==> src/hdl/pmt_pkg.sv <==
// Shared types and constants for the PMT section parser.
package pmt_pkg;

	// Depth of the command queue and of the result queue (power of two).
	localparam int unsigned QDEPTH = 2;
	localparam int unsigned QPTR_W = $clog2(QDEPTH);
	localparam int unsigned QCNT_W = $clog2(QDEPTH + 1);

	localparam logic [12:0] HDR_FIXED_LEN = 13'd13;
	localparam logic [12:0] ENTRY_FIXED_LEN = 13'd5;

	// Byte roles handed from the classifier to the field assembler.
	typedef enum logic [3:0] {
		OP_START,
		OP_PROG_HI,
		OP_PROG_LO,
		OP_VERSION,
		OP_SECNUM,
		OP_LASTSEC,
		OP_PCR_HI,
		OP_PCR_LO,
		OP_PIL_HI,
		OP_PIL_LO,
		OP_ST_TYPE,
		OP_EPID_HI,
		OP_EPID_LO,
		OP_ES_HI,
		OP_ES_LO
	} op_t;

	typedef struct packed {
		logic [7:0] section_byte;
		logic       section_start;
	} in_item_t;

	typedef struct packed {
		logic        entry_kind;
		logic [7:0]  tbl_id;
		logic [15:0] prog_num;
		logic [4:0]  ver_num;
		logic        current_next;
		logic [7:0]  sec_num;
		logic [7:0]  last_sec_num;
		logic [12:0] pcr_pid;
		logic [11:0] prog_info_len;
		logic [7:0]  strm_type;
		logic [12:0] es_pid;
		logic [11:0] es_desc_len;
	} out_item_t;

	typedef struct packed {
		op_t        op;
		logic [7:0] data;
	} cmd_t;

endpackage

==> src/hdl/pmt_front.sv <==
// Byte classifier: tracks section structure and tags each useful byte.
module pmt_front (
	input  logic              clk,
	input  logic              arst_n,
	input  logic              accept,
	input  pmt_pkg::in_item_t item,
	output logic              cmd_wr,
	output pmt_pkg::cmd_t     cmd
);
	import pmt_pkg::*;

	typedef enum logic [2:0] {
		PH_IDLE,
		PH_HEADER,
		PH_SKIP,
		PH_ENTRY,
		PH_DONE
	} phase_t;

	// header byte positions (table id is position 0)
	localparam logic [3:0] POS_LEN_HI  = 4'd1;
	localparam logic [3:0] POS_LEN_LO  = 4'd2;
	localparam logic [3:0] POS_PROG_HI = 4'd3;
	localparam logic [3:0] POS_PROG_LO = 4'd4;
	localparam logic [3:0] POS_VERSION = 4'd5;
	localparam logic [3:0] POS_SECNUM  = 4'd6;
	localparam logic [3:0] POS_LASTSEC = 4'd7;
	localparam logic [3:0] POS_PCR_HI  = 4'd8;
	localparam logic [3:0] POS_PCR_LO  = 4'd9;
	localparam logic [3:0] POS_PIL_HI  = 4'd10;
	// entry byte positions
	localparam logic [3:0] POS_ST      = 4'd0;
	localparam logic [3:0] POS_EPID_HI = 4'd1;
	localparam logic [3:0] POS_EPID_LO = 4'd2;
	localparam logic [3:0] POS_ES_HI   = 4'd3;

	phase_t      phase_q, phase_d;
	logic [3:0]  pos_q, pos_d;
	logic [12:0] rem_q, rem_d;
	logic [11:0] skip_q, skip_d;
	logic [11:0] sec_len_q, sec_len_d;
	logic [3:0]  pil_hi_q, pil_hi_d;
	logic [3:0]  es_hi_q, es_hi_d;

	logic [7:0]  b;
	logic [11:0] pil_w;
	logic [11:0] es_w;
	logic [12:0] hdr_total;
	logic [12:0] ent_size;
	logic [12:0] rem_hdr;
	logic [12:0] rem_ent;

	assign b         = item.section_byte;
	assign pil_w     = {pil_hi_q, b};
	assign es_w      = {es_hi_q, b};
	assign hdr_total = HDR_FIXED_LEN + {1'b0, pil_w};
	assign ent_size  = ENTRY_FIXED_LEN + {1'b0, es_w};
	assign rem_hdr   = ({1'b0, sec_len_q} > hdr_total) ? ({1'b0, sec_len_q} - hdr_total) : '0;
	assign rem_ent   = (rem_q > ent_size) ? (rem_q - ent_size) : '0;

	always_comb begin
		phase_d   = phase_q;
		pos_d     = pos_q;
		rem_d     = rem_q;
		skip_d    = skip_q;
		sec_len_d = sec_len_q;
		pil_hi_d  = pil_hi_q;
		es_hi_d   = es_hi_q;
		cmd_wr    = 1'b0;
		cmd.op    = OP_START;
		cmd.data  = b;
		if (accept) begin
			if (item.section_start) begin
				// a start mark always opens a fresh section
				phase_d   = PH_HEADER;
				pos_d     = POS_LEN_HI;
				rem_d     = '0;
				skip_d    = '0;
				sec_len_d = '0;
				cmd_wr    = 1'b1;
				cmd.op    = OP_START;
			end else begin
				case (phase_q)
					PH_HEADER: begin
						pos_d = pos_q + 4'd1;
						case (pos_q)
							POS_LEN_HI: sec_len_d = {b[3:0], 8'h00};
							POS_LEN_LO: sec_len_d = {sec_len_q[11:8], b};
							POS_PROG_HI: begin
								cmd_wr = 1'b1;
								cmd.op = OP_PROG_HI;
							end
							POS_PROG_LO: begin
								cmd_wr = 1'b1;
								cmd.op = OP_PROG_LO;
							end
							POS_VERSION: begin
								cmd_wr = 1'b1;
								cmd.op = OP_VERSION;
							end
							POS_SECNUM: begin
								cmd_wr = 1'b1;
								cmd.op = OP_SECNUM;
							end
							POS_LASTSEC: begin
								cmd_wr = 1'b1;
								cmd.op = OP_LASTSEC;
							end
							POS_PCR_HI: begin
								cmd_wr = 1'b1;
								cmd.op = OP_PCR_HI;
							end
							POS_PCR_LO: begin
								cmd_wr = 1'b1;
								cmd.op = OP_PCR_LO;
							end
							POS_PIL_HI: begin
								cmd_wr   = 1'b1;
								cmd.op   = OP_PIL_HI;
								pil_hi_d = b[3:0];
							end
							default: begin
								// last header byte: header result, then any descriptors, else entries
								cmd_wr = 1'b1;
								cmd.op = OP_PIL_LO;
								rem_d  = rem_hdr;
								if (pil_w != '0) begin
									skip_d  = pil_w;
									phase_d = PH_SKIP;
								end else begin
									pos_d   = POS_ST;
									phase_d = (rem_hdr != '0) ? PH_ENTRY : PH_DONE;
								end
							end
						endcase
					end
					PH_SKIP: begin
						skip_d = skip_q - 12'd1;
						if (skip_q == 12'd1) begin
							pos_d   = POS_ST;
							phase_d = (rem_q != '0) ? PH_ENTRY : PH_DONE;
						end
					end
					PH_ENTRY: begin
						pos_d  = pos_q + 4'd1;
						cmd_wr = 1'b1;
						case (pos_q)
							POS_ST:      cmd.op = OP_ST_TYPE;
							POS_EPID_HI: cmd.op = OP_EPID_HI;
							POS_EPID_LO: cmd.op = OP_EPID_LO;
							POS_ES_HI: begin
								cmd.op  = OP_ES_HI;
								es_hi_d = b[3:0];
							end
							default: begin
								cmd.op = OP_ES_LO;
								rem_d  = rem_ent;
								if (es_w != '0) begin
									skip_d  = es_w;
									phase_d = PH_SKIP;
								end else begin
									pos_d   = POS_ST;
									phase_d = (rem_ent != '0) ? PH_ENTRY : PH_DONE;
								end
							end
						endcase
					end
					default: ; // idle or done: byte dropped
				endcase
			end
		end
	end

	always_ff @(posedge clk or negedge arst_n) begin
		if (!arst_n) begin
			phase_q   <= PH_IDLE;
			pos_q     <= '0;
			rem_q     <= '0;
			skip_q    <= '0;
			sec_len_q <= '0;
			pil_hi_q  <= '0;
			es_hi_q   <= '0;
		end else begin
			phase_q   <= phase_d;
			pos_q     <= pos_d;
			rem_q     <= rem_d;
			skip_q    <= skip_d;
			sec_len_q <= sec_len_d;
			pil_hi_q  <= pil_hi_d;
			es_hi_q   <= es_hi_d;
		end
	end

endmodule

==> src/hdl/pmt_cmd_queue.sv <==
// Short command queue between classifier and field assembler.
module pmt_cmd_queue (
	input  logic          clk,
	input  logic          arst_n,
	input  logic          wr,
	input  pmt_pkg::cmd_t wr_data,
	output logic          full,
	input  logic          rd,
	output pmt_pkg::cmd_t rd_data,
	output logic          empty
);
	import pmt_pkg::*;

	cmd_t              mem_q [QDEPTH];
	logic [QPTR_W-1:0] wptr_q;
	logic [QPTR_W-1:0] rptr_q;
	logic [QCNT_W-1:0] cnt_q;
	logic              do_wr;
	logic              do_rd;

	assign full    = (cnt_q == QCNT_W'(QDEPTH));
	assign empty   = (cnt_q == '0);
	assign do_wr   = wr && !full;
	assign do_rd   = rd && !empty;
	assign rd_data = mem_q[rptr_q];

	always_ff @(posedge clk) begin
		if (do_wr) begin
			mem_q[wptr_q] <= wr_data;
		end
	end

	always_ff @(posedge clk or negedge arst_n) begin
		if (!arst_n) begin
			wptr_q <= '0;
			rptr_q <= '0;
			cnt_q  <= '0;
		end else begin
			if (do_wr) begin
				wptr_q <= wptr_q + QPTR_W'(1);
			end
			if (do_rd) begin
				rptr_q <= rptr_q + QPTR_W'(1);
			end
			case ({do_wr, do_rd})
				2'b10:   cnt_q <= cnt_q + QCNT_W'(1);
				2'b01:   cnt_q <= cnt_q - QCNT_W'(1);
				default: cnt_q <= cnt_q;
			endcase
		end
	end

endmodule

==> src/hdl/pmt_back.sv <==
// Field assembler with result queue: builds header and entry results.
module pmt_back (
	input  logic               clk,
	input  logic               arst_n,
	input  logic               cmd_empty,
	input  pmt_pkg::cmd_t      cmd,
	output logic               cmd_rd,
	input  logic               pop,
	output logic               empty,
	output pmt_pkg::out_item_t result
);
	import pmt_pkg::*;

	// held section fields
	logic [7:0]  tid_q;
	logic [15:0] prog_q;
	logic [4:0]  ver_q;
	logic        cn_q;
	logic [7:0]  sn_q;
	logic [7:0]  lsn_q;
	logic [12:0] pcr_q;
	logic [11:0] pil_q;
	logic [7:0]  st_q;
	logic [12:0] epid_q;
	logic [3:0]  es_hi_q;

	// result queue
	out_item_t         res_mem_q [QDEPTH];
	logic [QPTR_W-1:0] wptr_q;
	logic [QPTR_W-1:0] rptr_q;
	logic [QCNT_W-1:0] cnt_q;

	logic      out_pop;
	logic      room;
	logic      res_wr;
	out_item_t res_d;
	logic [7:0] b;

	assign b       = cmd.data;
	assign out_pop = pop && (cnt_q != '0);
	assign room    = (cnt_q != QCNT_W'(QDEPTH)) || out_pop;
	assign cmd_rd  = !cmd_empty && room;
	assign empty   = (cnt_q == '0);
	assign result  = res_mem_q[rptr_q];

	always_comb begin
		res_wr              = 1'b0;
		res_d.entry_kind    = 1'b0;
		res_d.tbl_id        = tid_q;
		res_d.prog_num      = prog_q;
		res_d.ver_num       = ver_q;
		res_d.current_next  = cn_q;
		res_d.sec_num       = sn_q;
		res_d.last_sec_num  = lsn_q;
		res_d.pcr_pid       = pcr_q;
		res_d.prog_info_len = pil_q;
		res_d.strm_type     = '0;
		res_d.es_pid        = '0;
		res_d.es_desc_len   = '0;
		if (cmd_rd) begin
			case (cmd.op)
				OP_PIL_LO: begin
					res_wr              = 1'b1;
					res_d.prog_info_len = {pil_q[11:8], b};
				end
				OP_ES_LO: begin
					res_wr            = 1'b1;
					res_d.entry_kind  = 1'b1;
					res_d.strm_type   = st_q;
					res_d.es_pid      = epid_q;
					res_d.es_desc_len = {es_hi_q, b};
				end
				default: ;
			endcase
		end
	end

	// field registers: every field is rewritten before any result uses it
	always_ff @(posedge clk) begin
		if (cmd_rd) begin
			case (cmd.op)
				OP_START:   tid_q          <= b;
				OP_PROG_HI: prog_q[15:8]   <= b;
				OP_PROG_LO: prog_q[7:0]    <= b;
				OP_VERSION: begin
					ver_q <= b[5:1];
					cn_q  <= b[0];
				end
				OP_SECNUM:  sn_q           <= b;
				OP_LASTSEC: lsn_q          <= b;
				OP_PCR_HI:  pcr_q[12:8]    <= b[4:0];
				OP_PCR_LO:  pcr_q[7:0]     <= b;
				OP_PIL_HI:  pil_q[11:8]    <= b[3:0];
				OP_PIL_LO:  pil_q[7:0]     <= b;
				OP_ST_TYPE: st_q           <= b;
				OP_EPID_HI: epid_q[12:8]   <= b[4:0];
				OP_EPID_LO: epid_q[7:0]    <= b;
				OP_ES_HI:   es_hi_q        <= b[3:0];
				default: ;
			endcase
		end
		if (res_wr) begin
			res_mem_q[wptr_q] <= res_d;
		end
	end

	always_ff @(posedge clk or negedge arst_n) begin
		if (!arst_n) begin
			wptr_q <= '0;
			rptr_q <= '0;
			cnt_q  <= '0;
		end else begin
			if (res_wr) begin
				wptr_q <= wptr_q + QPTR_W'(1);
			end
			if (out_pop) begin
				rptr_q <= rptr_q + QPTR_W'(1);
			end
			case ({res_wr, out_pop})
				2'b10:   cnt_q <= cnt_q + QCNT_W'(1);
				2'b01:   cnt_q <= cnt_q - QCNT_W'(1);
				default: cnt_q <= cnt_q;
			endcase
		end
	end

endmodule

==> src/hdl/pmt_section_parser.sv <==
// Top level of the PMT section parser: classifier, command queue, assembler.
// Throughput: one section byte per cycle, sustained, while results are taken.
// A result passes the registered command queue, then the result queue, to the result ports.
// Rate is set by the classifier, which decides each byte's role combinationally.
// Reset (arst_n low, asynchronous): parser idle, both queues empty; bytes are
// ignored until one arrives with section_start set.
module pmt_section_parser (
	input  logic               clk,
	input  logic               arst_n,
	input  logic               push,
	output logic               full,
	input  pmt_pkg::in_item_t  item,
	output logic               empty,
	input  logic               pop,
	output pmt_pkg::out_item_t result
);
	import pmt_pkg::*;

	logic accept;   // input transfer this cycle
	logic cmd_wr;   // classifier has a byte for the assembler
	cmd_t cmd_in;
	cmd_t cmd_out;
	logic cmd_rd;
	logic cmd_empty;

	// The input side stalls only when the command queue is full; ignored
	// bytes (skipped descriptors, CRC, stray bytes) are taken and dropped.
	assign accept = push && !full;

	// Front: walks header, descriptor skips and stream entries; it owns the
	// length bookkeeping so it never waits on the assembler.
	pmt_front u_front (
		.clk    (clk),
		.arst_n (arst_n),
		.accept (accept),
		.item   (item),
		.cmd_wr (cmd_wr),
		.cmd    (cmd_in)
	);

	// Two-entry queue decouples classification from result building.
	pmt_cmd_queue u_cmd_queue (
		.clk     (clk),
		.arst_n  (arst_n),
		.wr      (cmd_wr),
		.wr_data (cmd_in),
		.full    (full),
		.rd      (cmd_rd),
		.rd_data (cmd_out),
		.empty   (cmd_empty)
	);

	// Back: collects tagged bytes into fields and queues one result on the
	// last header byte and on the last byte of each stream entry.
	pmt_back u_back (
		.clk       (clk),
		.arst_n    (arst_n),
		.cmd_empty (cmd_empty),
		.cmd       (cmd_out),
		.cmd_rd    (cmd_rd),
		.pop       (pop),
		.empty     (empty),
		.result    (result)
	);

endmodule

==> config.mk <==
export PLATFORM = sky130hd
export DESIGN_NAME = pmt_section_parser
export DESIGN_NICKNAME = d
export VERILOG_FILES = /design/src/hdl/pmt_pkg.sv /design/src/hdl/pmt_front.sv /design/src/hdl/pmt_cmd_queue.sv /design/src/hdl/pmt_back.sv /design/src/hdl/pmt_section_parser.sv
export SDC_FILE = /design/constraint.sdc
export NUM_CORES = 1
export LEC_CHECK = 0
export ABC_AREA = 1
export BUFFER_PORTS_ARGS = -buffer_cell sky130_fd_sc_hd__buf_2
export CAP_MARGIN = 20
export CORE_MARGIN = 10
export CORE_UTILIZATION = 50
export DETAILED_ROUTE_END_ITERATION = 7
export GPL_TIMING_DRIVEN = 1
export PLACE_DENSITY = 0.71
export RECOVER_POWER = 100
export SKIP_CTS_REPAIR_TIMING = 1
export SLEW_MARGIN = 15
export SYNTH_ARGS = -nofsm -noshare
export SYNTH_HDL_FRONTEND = slang
export SYNTH_SLANG_ARGS = --single-unit
export TNS_END_PERCENT = 10
==> constraint.sdc <==
create_clock -name clk -period 6.45 [get_ports clk]
set_clock_uncertainty 0.1 [all_clocks]
set_input_delay 0.645 -clock clk [delete_from_list [all_inputs] [get_ports clk]]
set_output_delay 0.645 -clock clk [all_outputs]
set_load 0.01 [all_outputs]
---- After elaboration in Yosys (flattened, before gate mapping) ----
Memories as Yosys holds them, arrays and structs flattened.
Index checks and enable logic that the tools add are counted.
storage, ports and cells
  flip-flop bits (word level) ............. 156
  bits in writable memories ............... 234
  bits of input ports ..................... 13
  output and inout port bits .............. 107
  word-level logic and storage cells ...... 193
  memories ................................ 2
memories
  name               words  width  rd ports  clocked after memory_dff  wr ports  RTL line             source
  u_back.res_mem_q   2      105    1         0                         1         pmt_back.sv:28       out_item_t res_mem_q [QDEPTH];
  u_cmd_queue.mem_q  2      12     1         0                         1         pmt_cmd_queue.sv:14  cmd_t mem_q [QDEPTH];
operators by class
  add/subtract/negate cells ............... 14
  $lt $le $gt $ge ......................... 2
  equality and inequality tests ........... 40
  muxes and demuxes ....................... 54
  bitwise operators ....................... 1
  reduce and logical (&&, ||, !) cells .... 51
operators with widths
  operator                                              number
  2-to-1 mux 12 bit                                     7
  2-to-1 mux 13 bit                                     5
  2-to-1 mux 41 bit                                     1
  equality test 4 bit, second input constant            10
  nonzero test 13 bit                                   3
  one-hot mux 12 bit (3 select lines)                   1
  one-hot mux 4 bit (9 select lines)                    1
  2-to-1 mux 33 bit                                     1
  equality test 4 x 3 -> 1 bit, second input constant   8
  2-to-1 mux 4 bit                                      8
  AND reduction 2 bit                                   14
  2-to-1 mux 3 bit                                      9
  one-hot mux 13 bit (2 select lines)                   1
  one-hot mux 12 bit (2 select lines)                   1
  nonzero test 12 bit                                   2
  equality test 4 x 2 -> 1 bit, second input constant   4
  AND reduction 4 bit                                   4
  adder 3 x 12 -> 13 bit, first input constant          1
  adder 4 x 12 -> 13 bit, first input constant          1
  greater-than comparator 12 x 13 -> 1 bit              1
  greater-than comparator 13 bit                        1
  subtractor 12 x 13 -> 13 bit                          1
  subtractor 13 bit                                     1
  equality test 12 x 1 -> 1 bit, second input constant  1
  36 further kinds                                      75

---- Logic depth before layout (Yosys ltp) ----
Gate-level depths: netlist (run 1).
  word-level depth ........................ 9
  gate-level depth with buffers ........... 25
  gate-level depth less buffers ........... 25

---- By module ----
A second synthesis (run 1) with hierarchy kept.
unflattened totals
  cells, all modules ...................... 1715
  area total of the unflattened synthesis .. 17890.9 µm²
by module, submodules not included
  module              times used  cells each  area an instance (µm²)  sequential area each (µm²)
  pmt_back            1           803         11513.5                 9288.9
  pmt_front           1           815         5255.0                  1301.2
  pmt_cmd_queue       1           95          1112.3                  820.8
  pmt_section_parser  1           2           10.0                    0.0

---- Worst setup path before layout (run 1) ----
No wires, ideal clock.
  kind .................................... input to register
  start point ............................. input pop
  end point ............................... memory u_back.res_mem_q[1][0] in the netlist's numbering, enable pin
  library setup time ...................... 572 ps
  arrival time ............................ 6021 ps
  data required time ...................... 5778 ps
  slack ................................... -243 ps
  stages .................................. 8
  path buffers ............................ 0
  path through ............................ inv_1 > nand3b_1 > o21ai_0 > inv_1 > nand3_2 > nor2_2 > nor2_1 > nor2_1
between the ends
  word-level cells in the longest chain between the ends .. 6
ends and longest elaborated chain
  item                                    RTL line                  source
  from (decl)                             pmt_section_parser.sv:14  input logic pop,
  logical AND 1 bit                       pmt_back.sv:40            assign out_pop = pop && (cnt_q != '0);
  logical OR 1 bit                        pmt_back.sv:41            assign room = (cnt_q != QCNT_W'(QDEPTH)) || out_pop;
  logical AND 1 bit                       pmt_back.sv:42            assign cmd_rd = !cmd_empty && room;
  2-to-1 mux 1 bit                        pmt_back.sv:60            if (cmd_rd) begin
  2-to-1 mux 1 bit                        pmt_back.sv:102           if (res_wr) begin
  2-to-1 mux 1 bit (implied by the code)  pmt_back.sv:103           res_mem_q[wptr_q] <= res_d;
  to (decl)                               pmt_back.sv:28
Every way passes these cells.

==> results of run 1 <==
## report_power, final
part,internal (mW),switching [mW]
Sequential,3.38,0.201
Combinational,0.934,2.47
Clock,1.43,0.936
Total,5.75,3.61
## sequential cells by signal, summed over array words and instances, names as in the netlist, 5 cells and up
name and cells:
u_back.epid_q 13, u_back.lsn_q 8, u_back.pcr_q 13, u_back.pil_q 12, u_back.prog_q 16, u_back.res_mem_q 210, u_back.sn_q 8, u_back.st_q 8
u_back.tid_q 8, u_back.ver_q 5, u_cmd_queue.mem_q 24, u_front.rem_q 13, u_front.sec_len_q 12, u_front.skip_q 12
## worst max-delay path, cell delays in order (launching register included)
cell and delay [ps]:
dfrtp_4 400, clkbuf_1 2030, buf_12 320, nand2_1 100
nand2_1 100, clkbuf_1 190
## final cells by class
class,instances,area share [%]
Clock buffer,49,5.24
Timing Repair Buffer,128,2.75
Inverter,197,3.75
Multi-Input combinational cell,1051,26.0
Clock inverter,24,1.60
Tap cell,455,2.88
Sequential cell,390,57.8
## path summary, 6_finish.rpt
| check | from | endpoint | slack [ps] | depth (start not counted) |
|---|---|---|---|---|
| min in group asynchronous | arst_n | u_front.skip_q[0]$_DFFE_PN0P_ | 1280 | 2 |
| max in group asynchronous | arst_n | u_back.rptr_q$_DFFE_PN0P_ | 2520 | 2 |
| worst max register to register | u_front.phase_q[1]$_DFFE_PN0P_ | u_cmd_queue.mem_q[1][4]$_DFFE_PP_ | 2050 | 9 |
| worst min-delay path | u_back.prog_q[9]$_DFFE_PP_ | u_back.res_mem_q[0][89]$_DFFE_PP_ | 340 | 0 |
| worst min register to register | u_back.prog_q[9]$_DFFE_PP_ | u_back.res_mem_q[0][89]$_DFFE_PP_ | 340 | 0 |
| worst max-delay path | u_back.rptr_q$_DFFE_PN0P_ | result[73] | 2000 | 5 |
## per-layer routing
metal  track usage (%)  up-vias  wire (microns)
met1              23.2     5715           17000
li1                  -     5836               -
met2              30.8      365           20000
met5                 0        -               0
met4              5.49        0            1000
met3              3.88       57            2560
## per-stage QoR
step	hold WS [ps]	area [sq um]
final	341	19700
after global routing	350	19700
after CTS	206	19900
after detailed placement	330	18600
after global placement	322	18600
after floorplan	249	17500
## logic make-up (layout without fill, tap and decap cells)
| logic type | Yosys count | in the layout | synth area share (%) |
|---|---|---|---|
| AO/OA/AOI/OAI | 172 | 172 | 5.63 |
| XOR/XNOR | 25 | 25 | 1.25 |
| adder cells (fa/ha/maj) | 38 | 38 | 2.80 |
| buffers and inverters | 237 | 398 | 5.27 |
| flip-flops | 390 | 390 | 65.3 |
| multiplexers | 1 | 1 | 0.0572 |
| AND/OR/NAND/NOR | 815 | 815 | 19.7 |
## Yosys cell counts (7+ instances only)
master / n / share of area, %
nor2_2: 7 / 0.25
o211ai_1: 12 / 0.52
nand3_1: 75 / 2.1
o21ai_1: 17 / 0.49
or2_2: 9 / 0.32
dfrtp_1: 60 / 8.6
nand2_1: 535 / 11
a21oi_1: 39 / 1.1
o21ai_0: 73 / 2.1
nand4_1: 15 / 0.54
nand3b_1: 7 / 0.30
nand2_2: 10 / 0.36
inv_2: 10 / 0.21
xor2_1: 21 / 1.1
nor2_1: 126 / 2.7
inv_1: 185 / 4.0
buf_2: 11 / 0.31
o22ai_1: 10 / 0.36
edfxtp_1: 330 / 57
ha_1: 36 / 2.6
clkbuf_1: 25 / 0.54
nor3_1: 9 / 0.26
==> impl_metrics.toml, run 1 <==
[cts]
clkTransAtPathRegs_ps = 60
clock-sinks = 390
clk_latency_ps = 530
cts_root_buffer = "clkbuf_16"
clock_path_buffers = 3
cts_max_level = 2
cts_buffers = 40
cts_tree = "yes"

[placement]
dp_slack_ps = 2680
portBuffers = 119
dp_hpwl_mm = 27.5
place.gp.congestion = 0.969
placed_cells = 2220

[grt]
grt_start_max_net_pins = 86
grt_pass1_vias = 11600
grtUsageTotal_pct = 18.3
grt_pass1_wl_mm = 63.5
antenna_found_initial = 0
grt-ovfl-total = 0

[power_and_ir_drop]
totalPowerFinal_mw = 9.36
peakVddDrop_uv = 225
power_density_nw_per_um2 = 474
p_leak_nw = 8.20

[critical_path]
critPathArrivalTime_ps = 3700
cp-start-kind = "register"
critPathMaxFanout = 56
required_ps = 5700
crit_path_end_kind = "primary output"
path_class = "register to primary output"

[hold_path]
hold_class = "register to register"

[logic_synthesis]
synth-edff-count = 330
syn_nets = 1729
ys_async_sr_fraction_pct = 15.4
synth_seq_cells = 390
yosysSeqAreaShare_pct = 65.3
avgSynthCellArea_sq_um = 10.4
yosysWarnings = 0
synth_top_flop_cell = "edfxtp_1"
postSynthCellCount = 1678
ys_types = 54
syn_area_sq_um = 17500

[drt]
wire_per_inst_microns = 17.7
via_count = 12000
avgViaCountPerCell = 5.22
wl_mm = 40.5
dr.pass1.iters = 5
drt_iter0_drc = 953
drc = 0
final_antenna_net_count = 0

[floorplan]
rows = 68
die_area_sq_um = 42900
initial_utilization_pct = 50.6
die_width_microns = 207
io_pins = 120
fp.dieH_microns = 207
core_sq_um = 34500

[timing]
layout_setup_ws_ps = 2000
min_period_ps = 4450
tightest_slew_ps = 3470
max_freq_ghz = 0.225
slew_headroom_pct = -131
final_max_slew_viol_count = 135
hold_viol_final = 0
finalCritPeriodShare_pct = 69.0
setup_viol = 0
fin_tns_setup_ps = 0
grt_setup_unrepaired = "false"

[outcome]
status = "complete, but fails checks"
violations = "max-capacitance violations, max-slew violations"

[final_layout]
fin_util_pct = 57.2
multi_input_area_sq_um = 5130
fill_cells = 2991
stdcell_count = 2294
antenna_cells = 0
final_cell_mix = "nand2_1 (537), edfxtp_1 (330), inv_1 (190)"
layout.nets = 1859
regArea_sq_um = 11400
drive_gt1_share_pct = 6.69
mostFrequentLayoutCell = "nand2_1"
area_growth_pct = 12.9

[flow_run]
maxCapViolCount = 3
Note: power is estimated with default switching activity, not from simulation.
==> run 2: changes to the inputs <==
--- a/config.mk
+++ b/config.mk
@@ -12,7 +12,7 @@
 export CORE_UTILIZATION = 50
 export DETAILED_ROUTE_END_ITERATION = 7
 export GPL_TIMING_DRIVEN = 1
-export PLACE_DENSITY = 0.71
+export PLACE_DENSITY = 0.68
 export RECOVER_POWER = 100
 export SKIP_CTS_REPAIR_TIMING = 1
 export SLEW_MARGIN = 15
==> constraint.sdc (replaced) <==
create_clock -name clk -period 4.1 [get_ports clk]
set_clock_uncertainty 0.1 [all_clocks]
set_input_delay 0.41 -clock clk [delete_from_list [all_inputs] [get_ports clk]]
set_output_delay 0.41 -clock clk [all_outputs]
set_load 0.01 [all_outputs]
==> impl_metrics.toml, run 2 (synthesized netlist as in run 1, its figures left out) <==
[placement]
portBuffers = 119
place.gp.congestion = 0.915
placed_cells = 2226
dp_hpwl_mm = 27.2
dpl-instance-area_sq_um = 18700

[power_and_ir_drop]
peakVddDrop_uv = 387
sw_frac_of_total_pct = 39.2
p_leak_nw = 8.17
totalPowerFinal_mw = 14.4
switching_power_mw = 5.65
power_frac_seq_pct = 38.9
combPwrFrac_pct = 37.7
p_clk_share_pct = 23.5
p_int_mw = 8.77
power_density_nw_per_um2 = 733

[floorplan]
fp.dieH_microns = 207
rows = 68
initial_utilization_pct = 50.6
die_width_microns = 207
core_sq_um = 34500
die_area_sq_um = 42900
io_pins = 120

[critical_path]
critPathArrivalTime_ps = 3560
endpoint = "u_cmd_queue.mem_q[0][0]$_DFFE_PP_"
slowest_delay_ps = 600
cp_common_cell = "inv_1"
critPathLaunch = "u_front.phase_q[1]$_DFFE_PN0P_"
r2r-start = "u_front.phase_q[1]$_DFFE_PN0P_"
crit_buf_inv = 4
path_depth = 9
path_class = "register to register"
reg2reg_to = "u_cmd_queue.mem_q[0][0]$_DFFE_PP_"
crit_path_end_kind = "register"
slowest_stage = "clkbuf_1"
required_ps = 4160
ff2ff_setup_slack_ps = 600
critPathTopFamily = "buffers and inverters"
critPathMaxFanout = 23
r2r_cells = 9
cp-start-kind = "register"
path_cells = "inv_1, nor2_1, inv_1, nor2_4, inv_1, nand3_1, nand2_1, nor2_1, clkbuf_1"

[final_layout]
reg_top3 = "u_back.res_mem_q (210), u_cmd_queue.mem_q (24), u_back.prog_q (16)"
final_cell_mix = "nand2_1 (537), edfxtp_1 (330), inv_1 (191)"
area_growth_pct = 12.5
drive_gt1_share_pct = 6.24
antenna_cells = 0
mostFrequentLayoutCell = "nand2_1"
layout.nets = 1866
largest_register = "u_back.res_mem_q"
fin_area_sq_um = 19700
largest_register_ffs = 210
stdcell_count = 2298

[cts]
cts_max_level = 2
clk_latency_ps = 540
cts_buffers = 40
cts_root_buffer = "clkbuf_16"
clock_path_buffers = 3
cts_tree = "yes"
clock-sinks = 390
clkTransAtPathRegs_ps = 60

[hold_path]
hold_class = "primary input to register"

[timing]
tightest_slew_ps = 1450
min_period_ps = 3500
timing.hold.ws_ps = 144
final_max_slew_viol_count = 0
max_freq_ghz = 0.286
grt_setup_unrepaired = "false"
slew_headroom_pct = 3.08
setup_viol = 0
hold_viol_final = 0
finalCritPeriodShare_pct = 85.3

[grt]
grt_pass1_wl_mm = 62.7
grt_pass1_vias = 11500
antenna_found_initial = 0
grtUsageTotal_pct = 18.0
grt-ovfl-total = 0
grt_start_max_net_pins = 106

[flow_run]
maxCapViolCount = 0

[drt]
drt_iter0_drc = 897
avgViaCountPerCell = 5.16
final_antenna_net_count = 0
drc = 0
via_count = 11900
dr.pass1.iters = 5
wl_mm = 40.1
wire_per_inst_microns = 17.4

[outcome]
status = "finished, final reports clean"
[run 2: power by group through the flow]
stage / Sequential, mW / Clock, mW / Combinational [mW]
5_1_grt: 5.66 / 3.62 / 6.09
3_5_place_dp: 5.68 / 0 / 5.64
6_report: 5.60 / 3.39 / 5.43
3_3_place_gp: 5.66 / 0 / 5.55
2_1_floorplan: 5.62 / 0 / 3.69
4_1_cts: 5.60 / 3.45 / 5.66
[run 2: how the worst min path moves through the flow]
stage                                start                                end  slack [ps]  depth (start not counted)
6_report                           item[1]  u_cmd_queue.mem_q[0][0]$_DFFE_PP_         140                          1
3_5_place_dp     u_back.pcr_q[4]$_DFFE_PP_  u_back.res_mem_q[1][49]$_DFFE_PP_         330                          0
2_1_floorplan                       arst_n        u_back.cnt_q[0]$_DFFE_PN0P_          10                          0
5_1_grt                            item[5]  u_cmd_queue.mem_q[0][4]$_DFFE_PP_         150                          1
4_1_cts                             arst_n      u_front.skip_q[0]$_DFFE_PN0P_         -10                          1
3_3_place_gp   u_back.prog_q[13]$_DFFE_PP_  u_back.res_mem_q[0][93]$_DFFE_PP_         320                          0
[run 2: stage by stage]
step	utilization [%]	TNS [ps]	worst slack (ps)
4_1_cts	57.5	0	1030
3_5_place_dp	54.0	0	608
5_1_grt	56.9	0	398
3_3_place_gp	53.9	0	681
6_report	56.9	0	602
2_1_floorplan	-	-139020	-669
[run 2: area by class of cell]
type | count | area (sq um)
Clock buffer | 55 | 1070
Sequential cell | 390 | 11400
Multi-Input combinational cell | 1051 | 5120
Inverter | 197 | 741
Clock inverter | 15 | 144
Fill cell | 3007 | 14900
Tap cell | 455 | 569
Timing Repair Buffer | 135 | 606
[run 2: routing by layer]
layer / vias to the layer above / wire length [microns] / share of wire [%] / track usage, %
li1: 5859 / - / - / -
met1: 5645 / 17300 / 43 / 23.2
met2: 320 / 19900 / 50 / 30.8
met3: 38 / 2340 / 5.8 / 3.37
met4: 0 / 565 / 1.4 / 4.29
met5: - / 0 / 0 / 0
==> run 3: changes to the inputs <==
--- a/config.mk
+++ b/config.mk
@@ -9,10 +9,10 @@
 export BUFFER_PORTS_ARGS = -buffer_cell sky130_fd_sc_hd__buf_2
 export CAP_MARGIN = 20
 export CORE_MARGIN = 10
-export CORE_UTILIZATION = 50
+export CORE_UTILIZATION = 55
 export DETAILED_ROUTE_END_ITERATION = 7
 export GPL_TIMING_DRIVEN = 1
-export PLACE_DENSITY = 0.68
+export PLACE_DENSITY = 0.8
 export RECOVER_POWER = 100
 export SKIP_CTS_REPAIR_TIMING = 1
 export SLEW_MARGIN = 15
==> impl_metrics.toml, run 3 (synthesized netlist as in run 1, its figures left out) <==
[floorplan]
core_sq_um = 31500
io_pins = 120
initial_utilization_pct = 55.6
die_area_sq_um = 39300
fp.dieH_microns = 198
rows = 65
die_width_microns = 198

[final_layout]
largest_register = "u_back.res_mem_q"
fin_area_sq_um = 19600
fin_util_pct = 62.1
final_cell_mix = "nand2_1 (538), edfxtp_1 (330), inv_1 (193)"
mostFrequentLayoutCell = "nand2_1"
antenna_cells = 0
layout.nets = 1863
area_growth_pct = 11.8
drive_gt1_share_pct = 5.88
reg_top3 = "u_back.res_mem_q (210), u_cmd_queue.mem_q (24), u_back.prog_q (16)"
largest_register_ffs = 210

[drt]
avgViaCountPerCell = 5.45
dr.pass1.iters = 6
drt_iter0_drc = 929
drc = 0
wl_mm = 41.7
final_antenna_net_count = 0
via_count = 12200
wire_per_inst_microns = 18.6

[cts]
cts_tree = "yes"
clock-sinks = 390
clk_latency_ps = 540
clkTransAtPathRegs_ps = 60
cts_root_buffer = "clkbuf_16"
clock_path_buffers = 3
cts_buffers = 40
cts_max_level = 2

[grt]
grt_start_max_net_pins = 106
grt_pass1_vias = 12100
grt-ovfl-total = 0
antenna_found_initial = 1
grt_pass1_wl_mm = 64.7
grtUsageTotal_pct = 21.0

[outcome]
status = "complete, but fails checks"
violations = "max-capacitance violations, max-slew violations"

[power_and_ir_drop]
totalPowerFinal_mw = 14.4
peakVddDrop_uv = 534
p_leak_nw = 8.14
power_density_nw_per_um2 = 738

[critical_path]
reg2reg_to = "u_cmd_queue.mem_q[1][3]$_DFFE_PP_"
critPathMaxFanout = 9
cp-start-kind = "primary input"
r2r-start = "u_front.phase_q[2]$_DFFE_PN0P_"
required_ps = 4430
r2r_cells = 8
ff2ff_setup_slack_ps = 680
path_class = "primary input to register"
crit_path_end_kind = "register"
critPathArrivalTime_ps = 3840
critPathLaunch = "item[7]"

[timing]
tightest_slew_ps = 1850
layout_setup_ws_ps = 594
min_period_ps = 3510
slew_headroom_pct = -23.1
grt_setup_unrepaired = "false"
final_max_slew_viol_count = 77
setup_viol = 0
fin_tns_setup_ps = 0
finalCritPeriodShare_pct = 85.5
hold_viol_final = 0
max_freq_ghz = 0.285

[placement]
place.gp.congestion = 0.964
dp_slack_ps = 646
dp_hpwl_mm = 28.6
dpl-instance-area_sq_um = 18500
portBuffers = 119

[hold_path]
hold_class = "primary input to register"
holdPathStages = 1
holdPathEnd = "u_cmd_queue.mem_q[1][1]$_DFFE_PP_"
worstHoldStart = "item[2]"

[flow_run]
maxCapViolCount = 2
## run 3: cell count changes in the layout (fill, tap and decap cells not counted), sizes merged
| cell | previous run | this run |
|---|---|---|
| bufinv | 2 | 1 |
| clkbuf | 176 | 170 |
| inv | 199 | 200 |
| clkinv | 9 | 10 |
## run 3: through the flow
step           cells  hold slack, ps
3_3_place_gp    2170             322
6_report        2240             158
3_5_place_dp    2170             330
2_1_floorplan   1678            14.4
4_1_cts         2238           -9.44
5_1_grt         2240             160
## run 3: worst max path at each step
stage                                       endpoint  slack (ps)  cells past startpoint
floorplan           u_back.res_mem_q[1][0]$_DFFE_PP_        -670                      8
global placement      u_front.phase_q[0]$_DFFE_PN0P_         680                     21
detailed placement    u_front.phase_q[0]$_DFFE_PN0P_         650                     20
CTS                      u_back.cnt_q[1]$_DFFE_PN0P_         900                     12
global route          u_front.phase_q[1]$_DFFE_PN0P_         320                     18
finish                u_front.phase_q[2]$_DFFE_PN0P_         590                     18
## run 3: report_power, final
part / internal (mW) / leakage (nW) / switching (mW) / total [mW]
registers: 5.32 / 3.82 / 0.322 / 5.65
clock network: 1.91 / 0.581 / 1.46 / 3.37
logic: 1.46 / 3.74 / 3.95 / 5.41
## run 3: layout make-up
cell class	count	area, sq um
clock buffers	52	1070
well taps	402	503
clock inverters	16	145
multi-input cells	1051	5120
fillers	2505	11900
inverters	197	741
repair buffers	132	576
flip-flops and latches	390	11400
## run 3: routing by layer
metal / vias up / global-route usage (%) / wire [microns]
li1: 5857 / - / -
met1: 5810 / 25.9 / 16600
met2: 451 / 36.6 / 20800
met3: 100 / 3.60 / 3020
met4: 0 / 7.15 / 1240
met5: - / 0 / 0
## run 3: critical path, stage by stage
cell and delay (ps):
clkbuf_1 580, nand2_4 160, nor2_8 160, and3_2 210, nand3_1 80, xor2_1 170
ha_1 360, inv_1 90, o211ai_1 230, nand3_2 120, a21oi_1 630, nand2_2 120
nand2_1 100, nor2_1 80, nand4_1 140, nand3_1 90, nand2_1 60, nand2_1 40
